$ cat src/rtl/epht_pkg.sv
// ----------------------------------------------------------------------------
// epht_pkg
// shared types and constants of the edge period / high time capture core
// ----------------------------------------------------------------------------
`default_nettype none

package epht_pkg;

  localparam int unsigned TickW    = 16;
  localparam int unsigned TimeW    = 32;
  localparam int unsigned SubShift = 4;

  localparam logic [TickW-1:0] TICK_TOP_RESET = 16'd15999;
  localparam logic [TimeW-1:0] US_PER_MS      = 32'd1000;

  typedef struct packed {
    logic clear_ready;
    logic pin_level;
  } in_item_t;

  typedef struct packed {
    logic             high_update;
    logic             period_update;
    logic             ready_res;
    logic [TimeW-1:0] high_us;
    logic [TimeW-1:0] period_us;
    logic [TimeW-1:0] time_us;
  } res_t;

endpackage

`default_nettype wire

$ cat src/rtl/epht_timebase.sv
// ----------------------------------------------------------------------------
// epht_timebase
// sub-millisecond tick counter and running microsecond base of whole ms
// ----------------------------------------------------------------------------
`default_nettype none

module epht_timebase (
  input  wire logic                        clk,
  input  wire logic                        rst_n,
  input  wire logic                        step,
  input  wire logic [epht_pkg::TickW-1:0]  tick_top,
  output logic      [epht_pkg::TimeW-1:0]  now_us
);

  logic [epht_pkg::TickW-1:0] sub_r;
  logic [epht_pkg::TickW-1:0] sub_nxt;
  logic [epht_pkg::TimeW-1:0] base_r;
  logic [epht_pkg::TimeW-1:0] base_nxt;
  logic                       wrap;

  assign wrap   = (sub_r >= tick_top);
  assign now_us = base_r + epht_pkg::TimeW'(sub_r >> epht_pkg::SubShift);

  always_comb begin
    if (wrap) begin
      sub_nxt  = '0;
      base_nxt = base_r + epht_pkg::US_PER_MS;
    end else begin
      sub_nxt  = sub_r + epht_pkg::TickW'(1);
      base_nxt = base_r;
    end
  end

  always_ff @(posedge clk) begin
    if (!rst_n) begin
      sub_r  <= '0;
      base_r <= '0;
    end else if (step) begin
      sub_r  <= sub_nxt;
      base_r <= base_nxt;
    end
  end

endmodule

`default_nettype wire

$ cat src/rtl/epht_capture.sv
// ----------------------------------------------------------------------------
// epht_capture
// edge detection, period and high time measurement, sticky ready flag
// ----------------------------------------------------------------------------
`default_nettype none

module epht_capture (
  input  wire logic                        clk,
  input  wire logic                        rst_n,
  input  wire logic                        step,
  input  wire epht_pkg::in_item_t          item,
  input  wire logic [epht_pkg::TimeW-1:0]  now_us,
  output epht_pkg::res_t                   res
);

  logic [epht_pkg::TimeW-1:0] last_rise_r, last_rise_nxt;
  logic [epht_pkg::TimeW-1:0] period_r, period_nxt;
  logic [epht_pkg::TimeW-1:0] high_r, high_nxt;
  logic                       seen_rise_r, seen_rise_nxt;
  logic                       await_fall_r, await_fall_nxt;
  logic                       prev_level_r;
  logic                       ready_r, ready_nxt;
  logic                       p_upd, h_upd;
  logic [epht_pkg::TimeW-1:0] since_rise;

  assign since_rise = now_us - last_rise_r;

  always_comb begin
    last_rise_nxt  = last_rise_r;
    period_nxt     = period_r;
    high_nxt       = high_r;
    seen_rise_nxt  = seen_rise_r;
    await_fall_nxt = await_fall_r;
    ready_nxt      = ready_r & ~item.clear_ready;
    p_upd          = 1'b0;
    h_upd          = 1'b0;
    if (!await_fall_r) begin
      if (!prev_level_r && item.pin_level) begin
        if (seen_rise_r) begin
          period_nxt = since_rise;
          ready_nxt  = 1'b1;
          p_upd      = 1'b1;
        end
        last_rise_nxt  = now_us;
        seen_rise_nxt  = 1'b1;
        await_fall_nxt = 1'b1;
      end
    end else if (prev_level_r && !item.pin_level) begin
      high_nxt       = since_rise;
      h_upd          = 1'b1;
      await_fall_nxt = 1'b0;
    end
  end

  always_comb begin
    res.time_us       = now_us;
    res.period_us     = period_nxt;
    res.high_us       = high_nxt;
    res.ready_res     = ready_nxt;
    res.period_update = p_upd;
    res.high_update   = h_upd;
  end

  always_ff @(posedge clk) begin
    if (!rst_n) begin
      last_rise_r  <= '0;
      period_r     <= '0;
      high_r       <= '0;
      seen_rise_r  <= 1'b0;
      await_fall_r <= 1'b0;
      prev_level_r <= 1'b1;
      ready_r      <= 1'b0;
    end else if (step) begin
      last_rise_r  <= last_rise_nxt;
      period_r     <= period_nxt;
      high_r       <= high_nxt;
      seen_rise_r  <= seen_rise_nxt;
      await_fall_r <= await_fall_nxt;
      prev_level_r <= item.pin_level;
      ready_r      <= ready_nxt;
    end
  end

endmodule

`default_nettype wire

$ cat src/rtl/edge_period_high_time_capture_core.sv
// result path: item held in the input register, its result registered in the result register on each step
// throughput: one item per cycle while out_tready does not stall, set by input and result registers
// each item advances the tick counter and ms base by one timebase tick
// reset (rst_n low, synchronous): counters, edge state and ready flag cleared, previous
// pin level set high, tick_top back to 15999, pipeline emptied
// ----------------------------------------------------------------------------
// edge_period_high_time_capture_core
// input capture of rising-to-rising period and high time on a microsecond base
// ----------------------------------------------------------------------------
`default_nettype none

module edge_period_high_time_capture_core (
  input  wire logic         clk,
  input  wire logic         rst_n,
  // config write
  input  wire logic         cfg_valid,
  output logic              cfg_ready,
  input  wire logic [15:0]  cfg_data,   // tick_top
  // input stream
  input  wire logic         in_tvalid,
  output logic              in_tready,
  input  wire logic [7:0]   in_tdata,   // pin_level, clear_ready, unused bits
  // result stream
  output logic              out_tvalid,
  input  wire logic         out_tready,
  output logic      [103:0] out_tdata   // time_us, period_us, high_us, ready_res,
                                        // period_update, high_update, zero pad
);

  logic [epht_pkg::TickW-1:0] tick_top_r;
  logic                       in_valid_r;
  epht_pkg::in_item_t         in_item_r;
  logic                       out_valid_r;
  epht_pkg::res_t             out_res_r;
  epht_pkg::res_t             res;
  logic [epht_pkg::TimeW-1:0] now_us;
  logic                       advance;
  logic                       step;

  assign advance   = !out_valid_r || out_tready;
  assign step      = in_valid_r && advance;
  assign in_tready = !in_valid_r || advance;
  assign cfg_ready = 1'b1;

  always_ff @(posedge clk) begin
    if (!rst_n) begin
      tick_top_r <= epht_pkg::TICK_TOP_RESET;
    end else if (cfg_valid) begin
      tick_top_r <= cfg_data;
    end
  end

  always_ff @(posedge clk) begin
    if (!rst_n) begin
      in_valid_r <= 1'b0;
    end else if (in_tready) begin
      in_valid_r <= in_tvalid;
    end
  end

  always_ff @(posedge clk) begin
    if (in_tvalid && in_tready) begin
      in_item_r.pin_level   <= in_tdata[0];
      in_item_r.clear_ready <= in_tdata[1];
    end
  end

  epht_timebase u_timebase (
    .clk      (clk),
    .rst_n    (rst_n),
    .step     (step),
    .tick_top (tick_top_r),
    .now_us   (now_us)
  );

  epht_capture u_capture (
    .clk    (clk),
    .rst_n  (rst_n),
    .step   (step),
    .item   (in_item_r),
    .now_us (now_us),
    .res    (res)
  );

  always_ff @(posedge clk) begin
    if (!rst_n) begin
      out_valid_r <= 1'b0;
    end else if (advance) begin
      out_valid_r <= in_valid_r;
    end
  end

  always_ff @(posedge clk) begin
    if (step) begin
      out_res_r <= res;
    end
  end

  assign out_tvalid = out_valid_r;
  assign out_tdata  = {5'b0, out_res_r};

endmodule

`default_nettype wire

$ cat config.mk
export PLATFORM = sky130hd
export DESIGN_NAME = edge_period_high_time_capture_core
export DESIGN_NICKNAME = d
export VERILOG_FILES = /design/src/rtl/epht_pkg.sv /design/src/rtl/epht_timebase.sv /design/src/rtl/epht_capture.sv /design/src/rtl/edge_period_high_time_capture_core.sv
export SDC_FILE = /design/constraint.sdc
export NUM_CORES = 1
export LEC_CHECK = 0
export ABC_AREA = 1
export ABC_CLOCK_PERIOD_IN_PS = 6700
export BUFFER_PORTS_ARGS = -buffer_cell sky130_fd_sc_hd__buf_4
export CELL_PAD_IN_SITES_DETAIL_PLACEMENT = 2
export CELL_PAD_IN_SITES_GLOBAL_PLACEMENT = 2
export CORE_MARGIN = 4
export CORE_UTILIZATION = 35
export CTS_CLUSTER_DIAMETER = 30
export CTS_CLUSTER_SIZE = 28
export DETAILED_ROUTE_END_ITERATION = 8
export PLACE_DENSITY = 0.88
export SLEW_MARGIN = 20
export SYNTH_ARGS = -nofsm -noshare
export SYNTH_HDL_FRONTEND = slang
export SYNTH_SLANG_ARGS = --single-unit
$ cat constraint.sdc
create_clock -name clk -period 6.7 [get_ports clk]
set_input_delay 1.34 -clock clk [delete_from_list [all_inputs] [get_ports clk]]
set_output_delay 1.34 -clock clk [all_outputs]
set_load 0.1 [all_outputs]
==> flow_summary.json, run 1 <==
{
  "crit_type": "reg -> reg",
  "die_w_microns": 207,
  "floorplan.initialDensity_pct": 35.5,
  "final_common_cell": "nand2_1",
  "powerDensity_mw_per_mm2": 342,
  "max_freq_ghz": 0.200,
  "grt_antenna_before_repair": 0,
  "cts-htree-levels": 3,
  "slew_viol_final": 0,
  "tightestPinTransition_ps": 908,
  "grt-ovfl-total": 0,
  "worst_path_max_delay_cell": "dfxtp_1",
  "dieArea_sq_mm": 0.0426,
  "cts_tree": "done",
  "ir_worst_vdd_uv": 193,
  "fill_cells": 4233,
  "num_vias": 13600,
  "die_h_microns": 207,
  "synth_warnings": 0,
  "clock-sinks": 264,
  "setup_viol": 0,
  "final.setup.tns_ps": 0,
  "fin_crit_sh_pct": 74.8,
  "cp_cell_sequence": "ha_1 -> inv_1 -> fa_1 -> inv_1 -> nand3_1 -> nand3_1 -> nand3_1 -> nand3_1 -> nand2_1 -> nand2_1 -> nand2_1 -> xor2_1 -> ha_1 -> nand2_1 -> nor2_1 -> inv_1 -> nor2_1 -> nand4_1 -> nand3_1 -> nand2_1 -> nand3_1 -> nand3_1 -> nand2_1 -> inv_1",
  "synth.avg_cell_area_sq_um": 7.77,
  "ctsResizeCount": 0,
  "ctsHoldBuffers": 0,
  "track_usage_pct": 28.3,
  "cp-startpoint": "u_timebase.sub_r[7]",
  "rows": 72,
  "clk_pin_slew_worst_paths_ps": 40,
  "rsz0062_at_grt": "no",
  "cpMostUsedCell": "nand3_1",
  "ys_async_sr_fraction_pct": 0,
  "io_pins": 136,
  "insertion_delay_ps": 600,
  "synthesis.instances": 1775,
  "p_seq_share_pct": 29.5,
  "maxCapViolations": 0,
  "grt_pass1_wl_microns": 92700,
  "synth-seq-cells": 264,
  "clock_skew_ps": 37.6,
  "clockRootBuffer": "clkbuf_16",
  "grt_max_degree": 82,
  "power_frac_comb_pct": 10.6,
  "period_needed_ps": 5010,
  "min-delay-start": "tick_top_r[11]",
  "outcome": "completed",
  "fin_util_pct": 45.4,
  "slew_headroom_pct": 39.3,
  "cts_buffer_depth": 3,
  "drive_gt1_share_pct": 15.2,
  "p_sw_share_pct": 27.3,
  "ant_nets": 0,
  "grt_pass1_vias": 15600,
  "leakagePower_nw": 8.43,
  "p_sw_mw": 1.65,
  "clkPwrFrac_pct": 59.9,
  "portBuffers": 123,
  "hp-class": "reg -> reg",
  "cp.arrival_ps": 5320,
  "cts_buffers": 66,
  "drcViolationCount": 0,
  "r2r_start": "u_timebase.sub_r[7]",
  "post_drt_wl_per_cell_microns": 24.3,
  "place_congestion": 0.892,
  "synth-edff-count": 101,
  "yosys_most_used_dff": "dfxtp_1",
  "cts_setup_buffers": 0,
  "ys_seq_area_share_pct": 45.7,
  "vias_per_cell": 5.47,
  "nets": 2004,
  "yosysUniqueCellTypes": 47,
  "end_kind": "register",
  "first_pass_iters": 5,
  "drtIter0Drc": 667,
  "hpwlAfterDp_microns": 34500,
  "critPathMaxStageDelay_ps": 510,
  "setup.worst_path.start_class": "register",
  "layout_common_cells": "nand2_1, inv_1, a21oi_1",
  "critPathRequiredTime_ps": 7010,
  "p_int_mw": 4.38,
  "syn_to_final_growth_pct": 27.8,
  "routed_wl_microns": 60500,
  "syn_area_sq_mm": 0.0138,
  "fp.coreArea_sq_mm": 0.0388,
  "hold_violations": 0,
  "crit_fanout": 7
}
==> cell families (layout without fill, tap and decap cells) <==
kind of cell	after synthesis	after routing	synth area share, %
buf+inv	359	548	9.98
other cells	2	7	0.0545
fa+ha+maj	60	60	5.55
mux	2	2	0.145
compound gates	400	400	15.2
simple gates	637	637	20.1
flops	264	264	45.7
xor+xnor	51	51	3.24
==> power by group through the flow <==
stage / combinational [mW] / sequential (mW) / clock [mW]
final: 0.640 / 1.78 / 3.61
after global routing: 0.680 / 1.78 / 3.74
after CTS: 0.636 / 1.78 / 3.65
after detailed placement: 0.604 / 1.80 / 0
after global placement: 0.578 / 1.80 / 0
after floorplan: 0.253 / 2.00 / 0
==> final cells by class <==
class                           count  area, sq um  area share [%]
Timing Repair Buffer              131          983            5.58
Antenna cell                        1         2.50          0.0142
Sequential cell                   264         6300            35.7
Multi-Input combinational cell   1156         6130            34.8
Inverter                          296         1110            6.31
Clock buffer                       77         1760            9.96
Tap cell                          518          648            3.68
Clock inverter                     44          692            3.93
==> cell usage after synthesis, types with 24 or more instances <==
cell type	number	share of area, %
nand3_1	91	3.3
nand2_1	345	9.4
a21oi_1	186	6.7
o21ai_0	166	6.0
nor2_1	107	2.9
ha_1	58	5.3
xor2_1	37	2.3
clkbuf_1	49	1.3
inv_1	285	7.8
dfxtp_1	163	24
or2_2	25	1.1
edfxtp_1	101	22
nor3_1	24	0.87
==> metrics by stage <==
stage | cell area (sq um) | hold WS (ps) | total power, mW | cells | worst slack, ps
global route | 17600 | 495 | 6.21 | 2486 | 1450
floorplan | 13800 | 433 | 2.25 | 1779 | 1320
detailed placement | 15200 | 462 | 2.41 | 2365 | 2130
finish | 17600 | 465 | 6.03 | 2487 | 1690
global placement | 15200 | 445 | 2.38 | 2365 | 2400
CTS | 17600 | 469 | 6.07 | 2486 | 1790
==> path summary, 6_finish.rpt <==
check	end	slack [ps]	depth (start not counted)
max	out_tdata[59]	1690	24
min	tick_top_r[11]	470	2
max reg2reg	out_tdata[59]	1690	24
min reg2reg	tick_top_r[11]	470	2
==> sequential cells by signal, summed over array words and instances, names as in the netlist <==
register and flops:
out_tdata 99, u_capture.high_r 32, u_capture.last_rise_r 32, u_capture.period_r 32, u_timebase.base_r 29, tick_top_r 16
u_timebase.sub_r 16, in_item_r 2, in_valid_r 1, out_tvalid 1, u_capture.await_fall_r 1, u_capture.prev_level_r 1
u_capture.ready_r 1, u_capture.seen_rise_r 1
==> critical path, delay by kind of cell, from the launching register on <==
family | cells | cell delay [ps]
DFF | 1 | 510
adders and majority gates | 3 | 1030
xor gates and xnor gates | 1 | 460
buffers and inverters | 4 | 370
and+or+nand+nor | 16 | 2370
==> routing by layer <==
layer / part of all wire, % / wire [microns] / GRT usage (%) / up-vias
li1: - / - / - / 6073
met1: 39 / 23400 / 30.9 / 6877
met2: 51 / 31000 / 51.3 / 453
met3: 4.3 / 2620 / 5.34 / 207
met4: 5.6 / 3410 / 15.6 / 0
met5: 0 / 0 / 0 / -
Power figures use the tool's default switching activity.
==> run 2: changes to the inputs <==
--- a/config.mk
+++ b/config.mk
@@ -5,8 +5,8 @@
 export SDC_FILE = /design/constraint.sdc
 export NUM_CORES = 1
 export LEC_CHECK = 0
-export ABC_AREA = 1
-export ABC_CLOCK_PERIOD_IN_PS = 6700
+export ABC_AREA = 0
+export ABC_CLOCK_PERIOD_IN_PS = 5200
 export BUFFER_PORTS_ARGS = -buffer_cell sky130_fd_sc_hd__buf_4
 export CELL_PAD_IN_SITES_DETAIL_PLACEMENT = 2
 export CELL_PAD_IN_SITES_GLOBAL_PLACEMENT = 2
@@ -15,7 +15,7 @@
 export CTS_CLUSTER_DIAMETER = 30
 export CTS_CLUSTER_SIZE = 28
 export DETAILED_ROUTE_END_ITERATION = 8
-export PLACE_DENSITY = 0.88
+export PLACE_DENSITY = 0.84
 export SLEW_MARGIN = 20
 export SYNTH_ARGS = -nofsm -noshare
 export SYNTH_HDL_FRONTEND = slang
==> constraint.sdc (replaced) <==
create_clock -name clk -period 5.2 [get_ports clk]
set_input_delay 1.04 -clock clk [delete_from_list [all_inputs] [get_ports clk]]
set_output_delay 1.04 -clock clk [all_outputs]
set_load 0.1 [all_outputs]
==> run 2 against run 1 <==
Die area shrank 6.4%. Critical path type unchanged. Register-to-register slack got worse by 1400 ps. Clock skew decreased by 6.0 ps. Worst hold slack got worse by 2.7 ps. Sequential share of layout area increased by 1.9 points. Global-route usage fell by 4.1 points. Non-clock buffer count rose by 24. First-iteration DRC count is 14% higher.
==> flow_summary.json, run 2 <==
{
  "outcome": "completed",
  "routed_wl_microns": 49000,
  "dp_worst_setup_slack_ps": 276,
  "portBuffers": 123,
  "grt_antenna_before_repair": 0,
  "maxCapViolations": 0,
  "rows": 69,
  "grt_max_degree": 69,
  "synth_commonest_cells": "nand2_1, dfxtp_1, a21oi_1, o21ai_0, edfxtp_1",
  "synth_warnings": 0,
  "clk_pin_slew_worst_paths_ps": 50,
  "powerDensity_mw_per_mm2": 423,
  "largest_reg_flops": 99,
  "fin_util_pct": 46.6,
  "cts_buffer_depth": 3,
  "insertion_delay_ps": 580,
  "yosysUniqueCellTypes": 71,
  "ir_worst_vdd_uv": 213,
  "p_total_mw": 7.07,
  "rsz0062_at_grt": "no",
  "setup_ws_ps": 275,
  "track_usage_pct": 24.2,
  "crit_type": "reg -> reg",
  "die_h_microns": 200,
  "hp-class": "reg -> reg",
  "dieArea_sq_mm": 0.0399,
  "post_drt_wl_per_cell_microns": 23.8,
  "critPathMaxStageDelay_ps": 570,
  "layout_common_cells": "nand2_1, dfxtp_1, buf_4",
  "ctsHoldBuffers": 0,
  "critPathTopFamily": "compound AO/OA/AOI/OAI gates",
  "ys_top_cells_by_area": "dfxtp_1, edfxtp_1, nand2_1",
  "setup.worst_path.start_class": "register",
  "cts_setup_buffers": 0,
  "cp.arrival_ps": 5220,
  "synth_top_cell_area_share_pct": 25.3,
  "die_w_microns": 200,
  "num_vias": 11600,
  "setup_viol": 0,
  "drive_gt1_share_pct": 19.2,
  "nets": 1630,
  "io_pins": 136,
  "ys_seq_area_share_pct": 48.9,
  "synth.avg_cell_area_sq_um": 9.26,
  "place_congestion": 0.786,
  "final_common_cell": "nand2_1",
  "yosys_most_used_dff": "dfxtp_1",
  "fill_cells": 3724,
  "crit_fanout": 4,
  "clockRootBuffer": "clkbuf_16",
  "fp.coreArea_sq_mm": 0.0359,
  "synth-edff-count": 101,
  "worst_path_max_delay_cell": "or4_1",
  "num_antenna_cells": 0,
  "fin_crit_sh_pct": 94.7,
  "hold_violations": 0,
  "final.setup.tns_ps": 0,
  "clock_skew_ps": 31.7,
  "ys_async_sr_fraction_pct": 0,
  "floorplan.initialDensity_pct": 35.9,
  "grt_pass1_wl_microns": 75700,
  "worst-path-buf-inv": 1,
  "vias_per_cell": 5.63,
  "grt_pass1_vias": 12800,
  "ant_nets": 0,
  "slew_headroom_pct": 37.4,
  "synth_top_cell_by_area": "dfxtp_1",
  "syn_to_final_growth_pct": 30.0,
  "cts_tree": "done",
  "cts_buffers": 68,
  "hpwlAfterDp_microns": 29300,
  "period_needed_ps": 4930,
  "synth-seq-cells": 264,
  "end_kind": "register",
  "drtIter0Drc": 758,
  "synth_most_common_cell": "nand2_1",
  "cts-htree-levels": 3,
  "grt-ovfl-total": 0,
  "leakagePower_nw": 6.66,
  "first_pass_iters": 5,
  "cp_cell_sequence": "ha_1 -> inv_1 -> fa_1 -> nor2b_1 -> o31a_1 -> o211a_1 -> o21a_1 -> o21ai_0 -> xnor2_1 -> ha_1 -> nand2_1 -> or4_1 -> nand2b_1 -> o2111ai_1 -> nand2_1 -> o21a_1 -> xor2_1 -> o21ai_1",
  "synthesis.instances": 1390,
  "max_freq_ghz": 0.203,
  "slew_viol_final": 0,
  "clock-sinks": 264,
  "critPathRequiredTime_ps": 5500,
  "ctsResizeCount": 0,
  "tightestPinTransition_ps": 939,
  "drcViolationCount": 0,
  "syn_area_sq_mm": 0.0129
}
==> run 2: cell types whose count changed in the layout (fill, tap and decap cells not counted), moves of 53 or more <==
cell	change
nand2_1	-130
nand3_1	-53
inv_1	-222
o21ai_0	-64
a21oi_1	-79
==> run 2: metrics by stage <==
step / hold slack, ps / cell area (sq um) / instances
CTS: 464 / 16700 / 2057
finish: 463 / 16700 / 2057
floorplan: 432 / 12900 / 1394
detailed placement: 453 / 14300 / 1932
global placement: 441 / 14300 / 1932
global route: 486 / 16700 / 2057
==> run 2: final cells by class <==
| class | instances | area, sq um | share of cell area, % |
|---|---|---|---|
| flip-flops and latches | 264 | 6300 | 37.6 |
| multi-input cells | 987 | 6110 | 36.5 |
| clock buffers | 82 | 1850 | 11.0 |
| repair buffers | 155 | 1160 | 6.95 |
| well taps | 461 | 577 | 3.45 |
| clock inverters | 43 | 494 | 2.95 |
| inverters | 65 | 246 | 1.47 |
==> run 2: power breakdown <==
group	switching [mW]	leakage (nW)	internal, mW
Sequential	0.0251	2.28	2.20
Clock	1.40	1.14	2.90
Combinational	0.434	3.25	0.114
Total	1.86	6.66	5.21
==> run 2: path summary, 6_finish.rpt <==
check / startpoint / endpoint / slack, ps / depth (start not counted)
min reg2reg: u_capture.high_r[6] / u_capture.high_r[6] / 460 / 2
min: u_capture.high_r[6] / u_capture.high_r[6] / 460 / 2
max reg2reg: u_timebase.sub_r[7] / out_tdata[63] / 270 / 18
max: u_timebase.sub_r[7] / out_tdata[63] / 270 / 18
==> run 2: cell families (layout without fill, tap and decap cells) <==
family | after synthesis | after routing | synth area share (%)
xor gates and xnor gates | 65 | 65 | 4.54
muxes | 11 | 11 | 0.855
buffers and inverters | 143 | 345 | 4.39
AOI/OAI and AO/OA | 366 | 366 | 18.0
DFF | 264 | 264 | 48.9
adders and majority gates | 60 | 60 | 5.95
and+or+nand+nor | 479 | 479 | 17.3
other | 2 | 6 | 0.0583
==> run 2: metal layers <==
metal,part of all wire (%),track usage [%]
met3,4.2,4.30
met5,0,0
met1,42,29.4
met4,2.6,8.33
met2,51,43.3
==> run 2: worst min-delay path, cell delays in order, from the launching register on <==
cell     delay [ps]
dfxtp_1         310
nand2_1          50
a21oi_1          50
==> run 3: changes to the inputs <==
--- a/config.mk
+++ b/config.mk
@@ -16,6 +16,7 @@
 export CTS_CLUSTER_SIZE = 28
 export DETAILED_ROUTE_END_ITERATION = 8
 export PLACE_DENSITY = 0.84
+export SETUP_SLACK_MARGIN = 0.5
 export SLEW_MARGIN = 20
 export SYNTH_ARGS = -nofsm -noshare
 export SYNTH_HDL_FRONTEND = slang
==> run 3 against run 2 <==
Register-to-register slack better by 30 ps. Sequential share of layout area down 1.5 points. Critical path depth unchanged. Non-clock buffer count up 22. Worst setup slack better by 29 ps. Highest routed layer unchanged. Critical path type unchanged. Sequential power about the same.
==> flow_summary.json, run 3 (synthesized netlist as in run 2, its figures left out) <==
{
  "crit_type": "reg -> reg",
  "critPathMaxStageDelay_ps": 580,
  "outcome": "completed",
  "die_h_microns": 200,
  "fin_crit_sh_pct": 94.1,
  "tightestPinTransition_ps": 906,
  "ant_nets": 0,
  "place_congestion": 0.793,
  "drtIter0Drc": 921,
  "multiInputGateArea_sq_mm": 0.00657,
  "cp.arrival_ps": 5270,
  "hpwlAfterDp_microns": 29500,
  "end_kind": "register",
  "die_w_microns": 200,
  "post_drt_wl_per_cell_microns": 28.2,
  "portBuffers": 123,
  "io_pins": 136,
  "reg2reg_depth": 18,
  "register_area_sq_mm": 0.00630,
  "clockRootBuffer": "clkbuf_16",
  "grt_pass1_vias": 13300,
  "fill_cells": 3670,
  "floorplan.initialDensity_pct": 35.9,
  "routed_wl_microns": 58700,
  "insertion_delay_ps": 590,
  "final.setup.tns_ps": 0,
  "clk_pin_slew_worst_paths_ps": 50,
  "hold_violations": 0,
  "ir_worst_vdd_uv": 294,
  "max_freq_ghz": 0.204,
  "critPathRequiredTime_ps": 5580,
  "slew_headroom_pct": 39.1,
  "rows": 69,
  "clock_skew_ps": 42.8,
  "grt-ovfl-total": 0,
  "cts_tree": "done",
  "largest_reg_flops": 99,
  "grt_antenna_before_repair": 0,
  "p_total_mw": 7.39,
  "rsz0062_at_grt": "no",
  "final_common_cell": "nand2_1",
  "drcViolationCount": 0,
  "powerDensity_mw_per_mm2": 424,
  "drive_gt1_share_pct": 24.0,
  "worstHoldPathCells": 2,
  "layout_common_cells": "nand2_1, buf_4, dfxtp_1",
  "maxCapViolations": 0,
  "grt_max_degree": 59,
  "hp-class": "reg -> reg",
  "period_needed_ps": 4900,
  "leakagePower_nw": 6.93,
  "num_vias": 12300,
  "clock-sinks": 264,
  "track_usage_pct": 26.4,
  "dieArea_sq_mm": 0.0399,
  "nets": 1653,
  "cp_cell_sequence": "ha_2 -> inv_1 -> fa_2 -> nor2b_2 -> o31a_1 -> o211a_1 -> o21a_1 -> o21ai_0 -> xnor2_1 -> ha_1 -> nand2_1 -> or4_4 -> nand2b_1 -> o211a_1 -> a21boi_2 -> or3_4 -> nand2_1 -> o21ai_0",
  "vias_per_cell": 5.90,
  "setup.worst_path.start_class": "register",
  "cts_buffers": 69,
  "fp.coreArea_sq_mm": 0.0359,
  "num_antenna_cells": 0,
  "worst_path_max_delay_cell": "or4_4",
  "slew_viol_final": 0,
  "cts_buffer_depth": 3,
  "cts-htree-levels": 3,
  "syn_to_final_growth_pct": 35.6,
  "crit_fanout": 4,
  "first_pass_iters": 5,
  "grt_pass1_wl_microns": 81500,
  "setup_viol": 0
}
## run 3: cell count changes in the layout (fill, tap and decap cells not counted), sizes merged
cell,before,now
buf,155,177
clkbuf,82,87
inv,71,66
bufinv,7,11
clkinv,24,21
## run 3: path summary, 6_finish.rpt
check	start	endpoint	slack, ps
max	u_timebase.base_r[3]	out_tdata[55]	300
min	u_capture.ready_r	u_capture.ready_r	460
max reg2reg	u_timebase.base_r[3]	out_tdata[55]	300
min reg2reg	u_capture.ready_r	u_capture.ready_r	460
## run 3: final cells by class
class / instances / share of cell area [%]
Inverter: 65 / 1.43
Tap cell: 461 / 3.30
Sequential cell: 264 / 36.1
Clock buffer: 87 / 10.9
Clock inverter: 39 / 3.00
Timing Repair Buffer: 177 / 7.68
Multi-Input combinational cell: 987 / 37.6
## run 3: repair_timing
action                                  in CTS  in global routing
hold endpoints to repair                     0                  0
endpoints found under the setup margin      60                 59
pin swaps                                    7                 14
hold buffers                                 0                  0
resized for setup                           54                 50
buffers inserted                             6                 15
## run 3: worst max-delay path, delay by kind of cell, from the launching register on
kind	cells	cell delay, ps
AO/OA/AOI/OAI	7	1480
XOR/XNOR	1	380
adder cells (fa/ha/maj)	3	920
buffers and inverters	1	80
flip-flops	1	390
AND/OR/NAND/NOR	6	1410
## run 3: through the flow
| stage | hold slack (ps) | utilization, % | cells | setup WS, ps | instance area, sq um |
|---|---|---|---|---|---|
| after detailed placement | 446 | 39.9 | 1933 | 249 | 14300 |
| after floorplan | 432 | - | 1394 | 1030 | 12900 |
| after CTS | 462 | 47.6 | 2065 | 496 | 17100 |
| final | 461 | 48.6 | 2080 | 304 | 17500 |
| after global placement | 442 | 39.9 | 1933 | 563 | 14300 |
| after global routing | 482 | 48.6 | 2080 | 172 | 17500 |
## run 3: layer usage
metal  vias up  routed length, microns  global-route usage (%)
met4         0                    1910                    9.13
met2       466                   30000                    47.5
met1      6352                   24000                    31.7
met3       150                    2800                    4.70
li1       5313                       -                       -
met5         -                       0                       0
## run 3: where the power goes
group | leakage (nW) | switching, mW | total [mW] | internal, mW
registers | 2.28 | 0.0274 | 2.23 | 2.20
clock network | 1.17 | 1.44 | 4.56 | 3.12
logic | 3.48 | 0.471 | 0.612 | 0.141
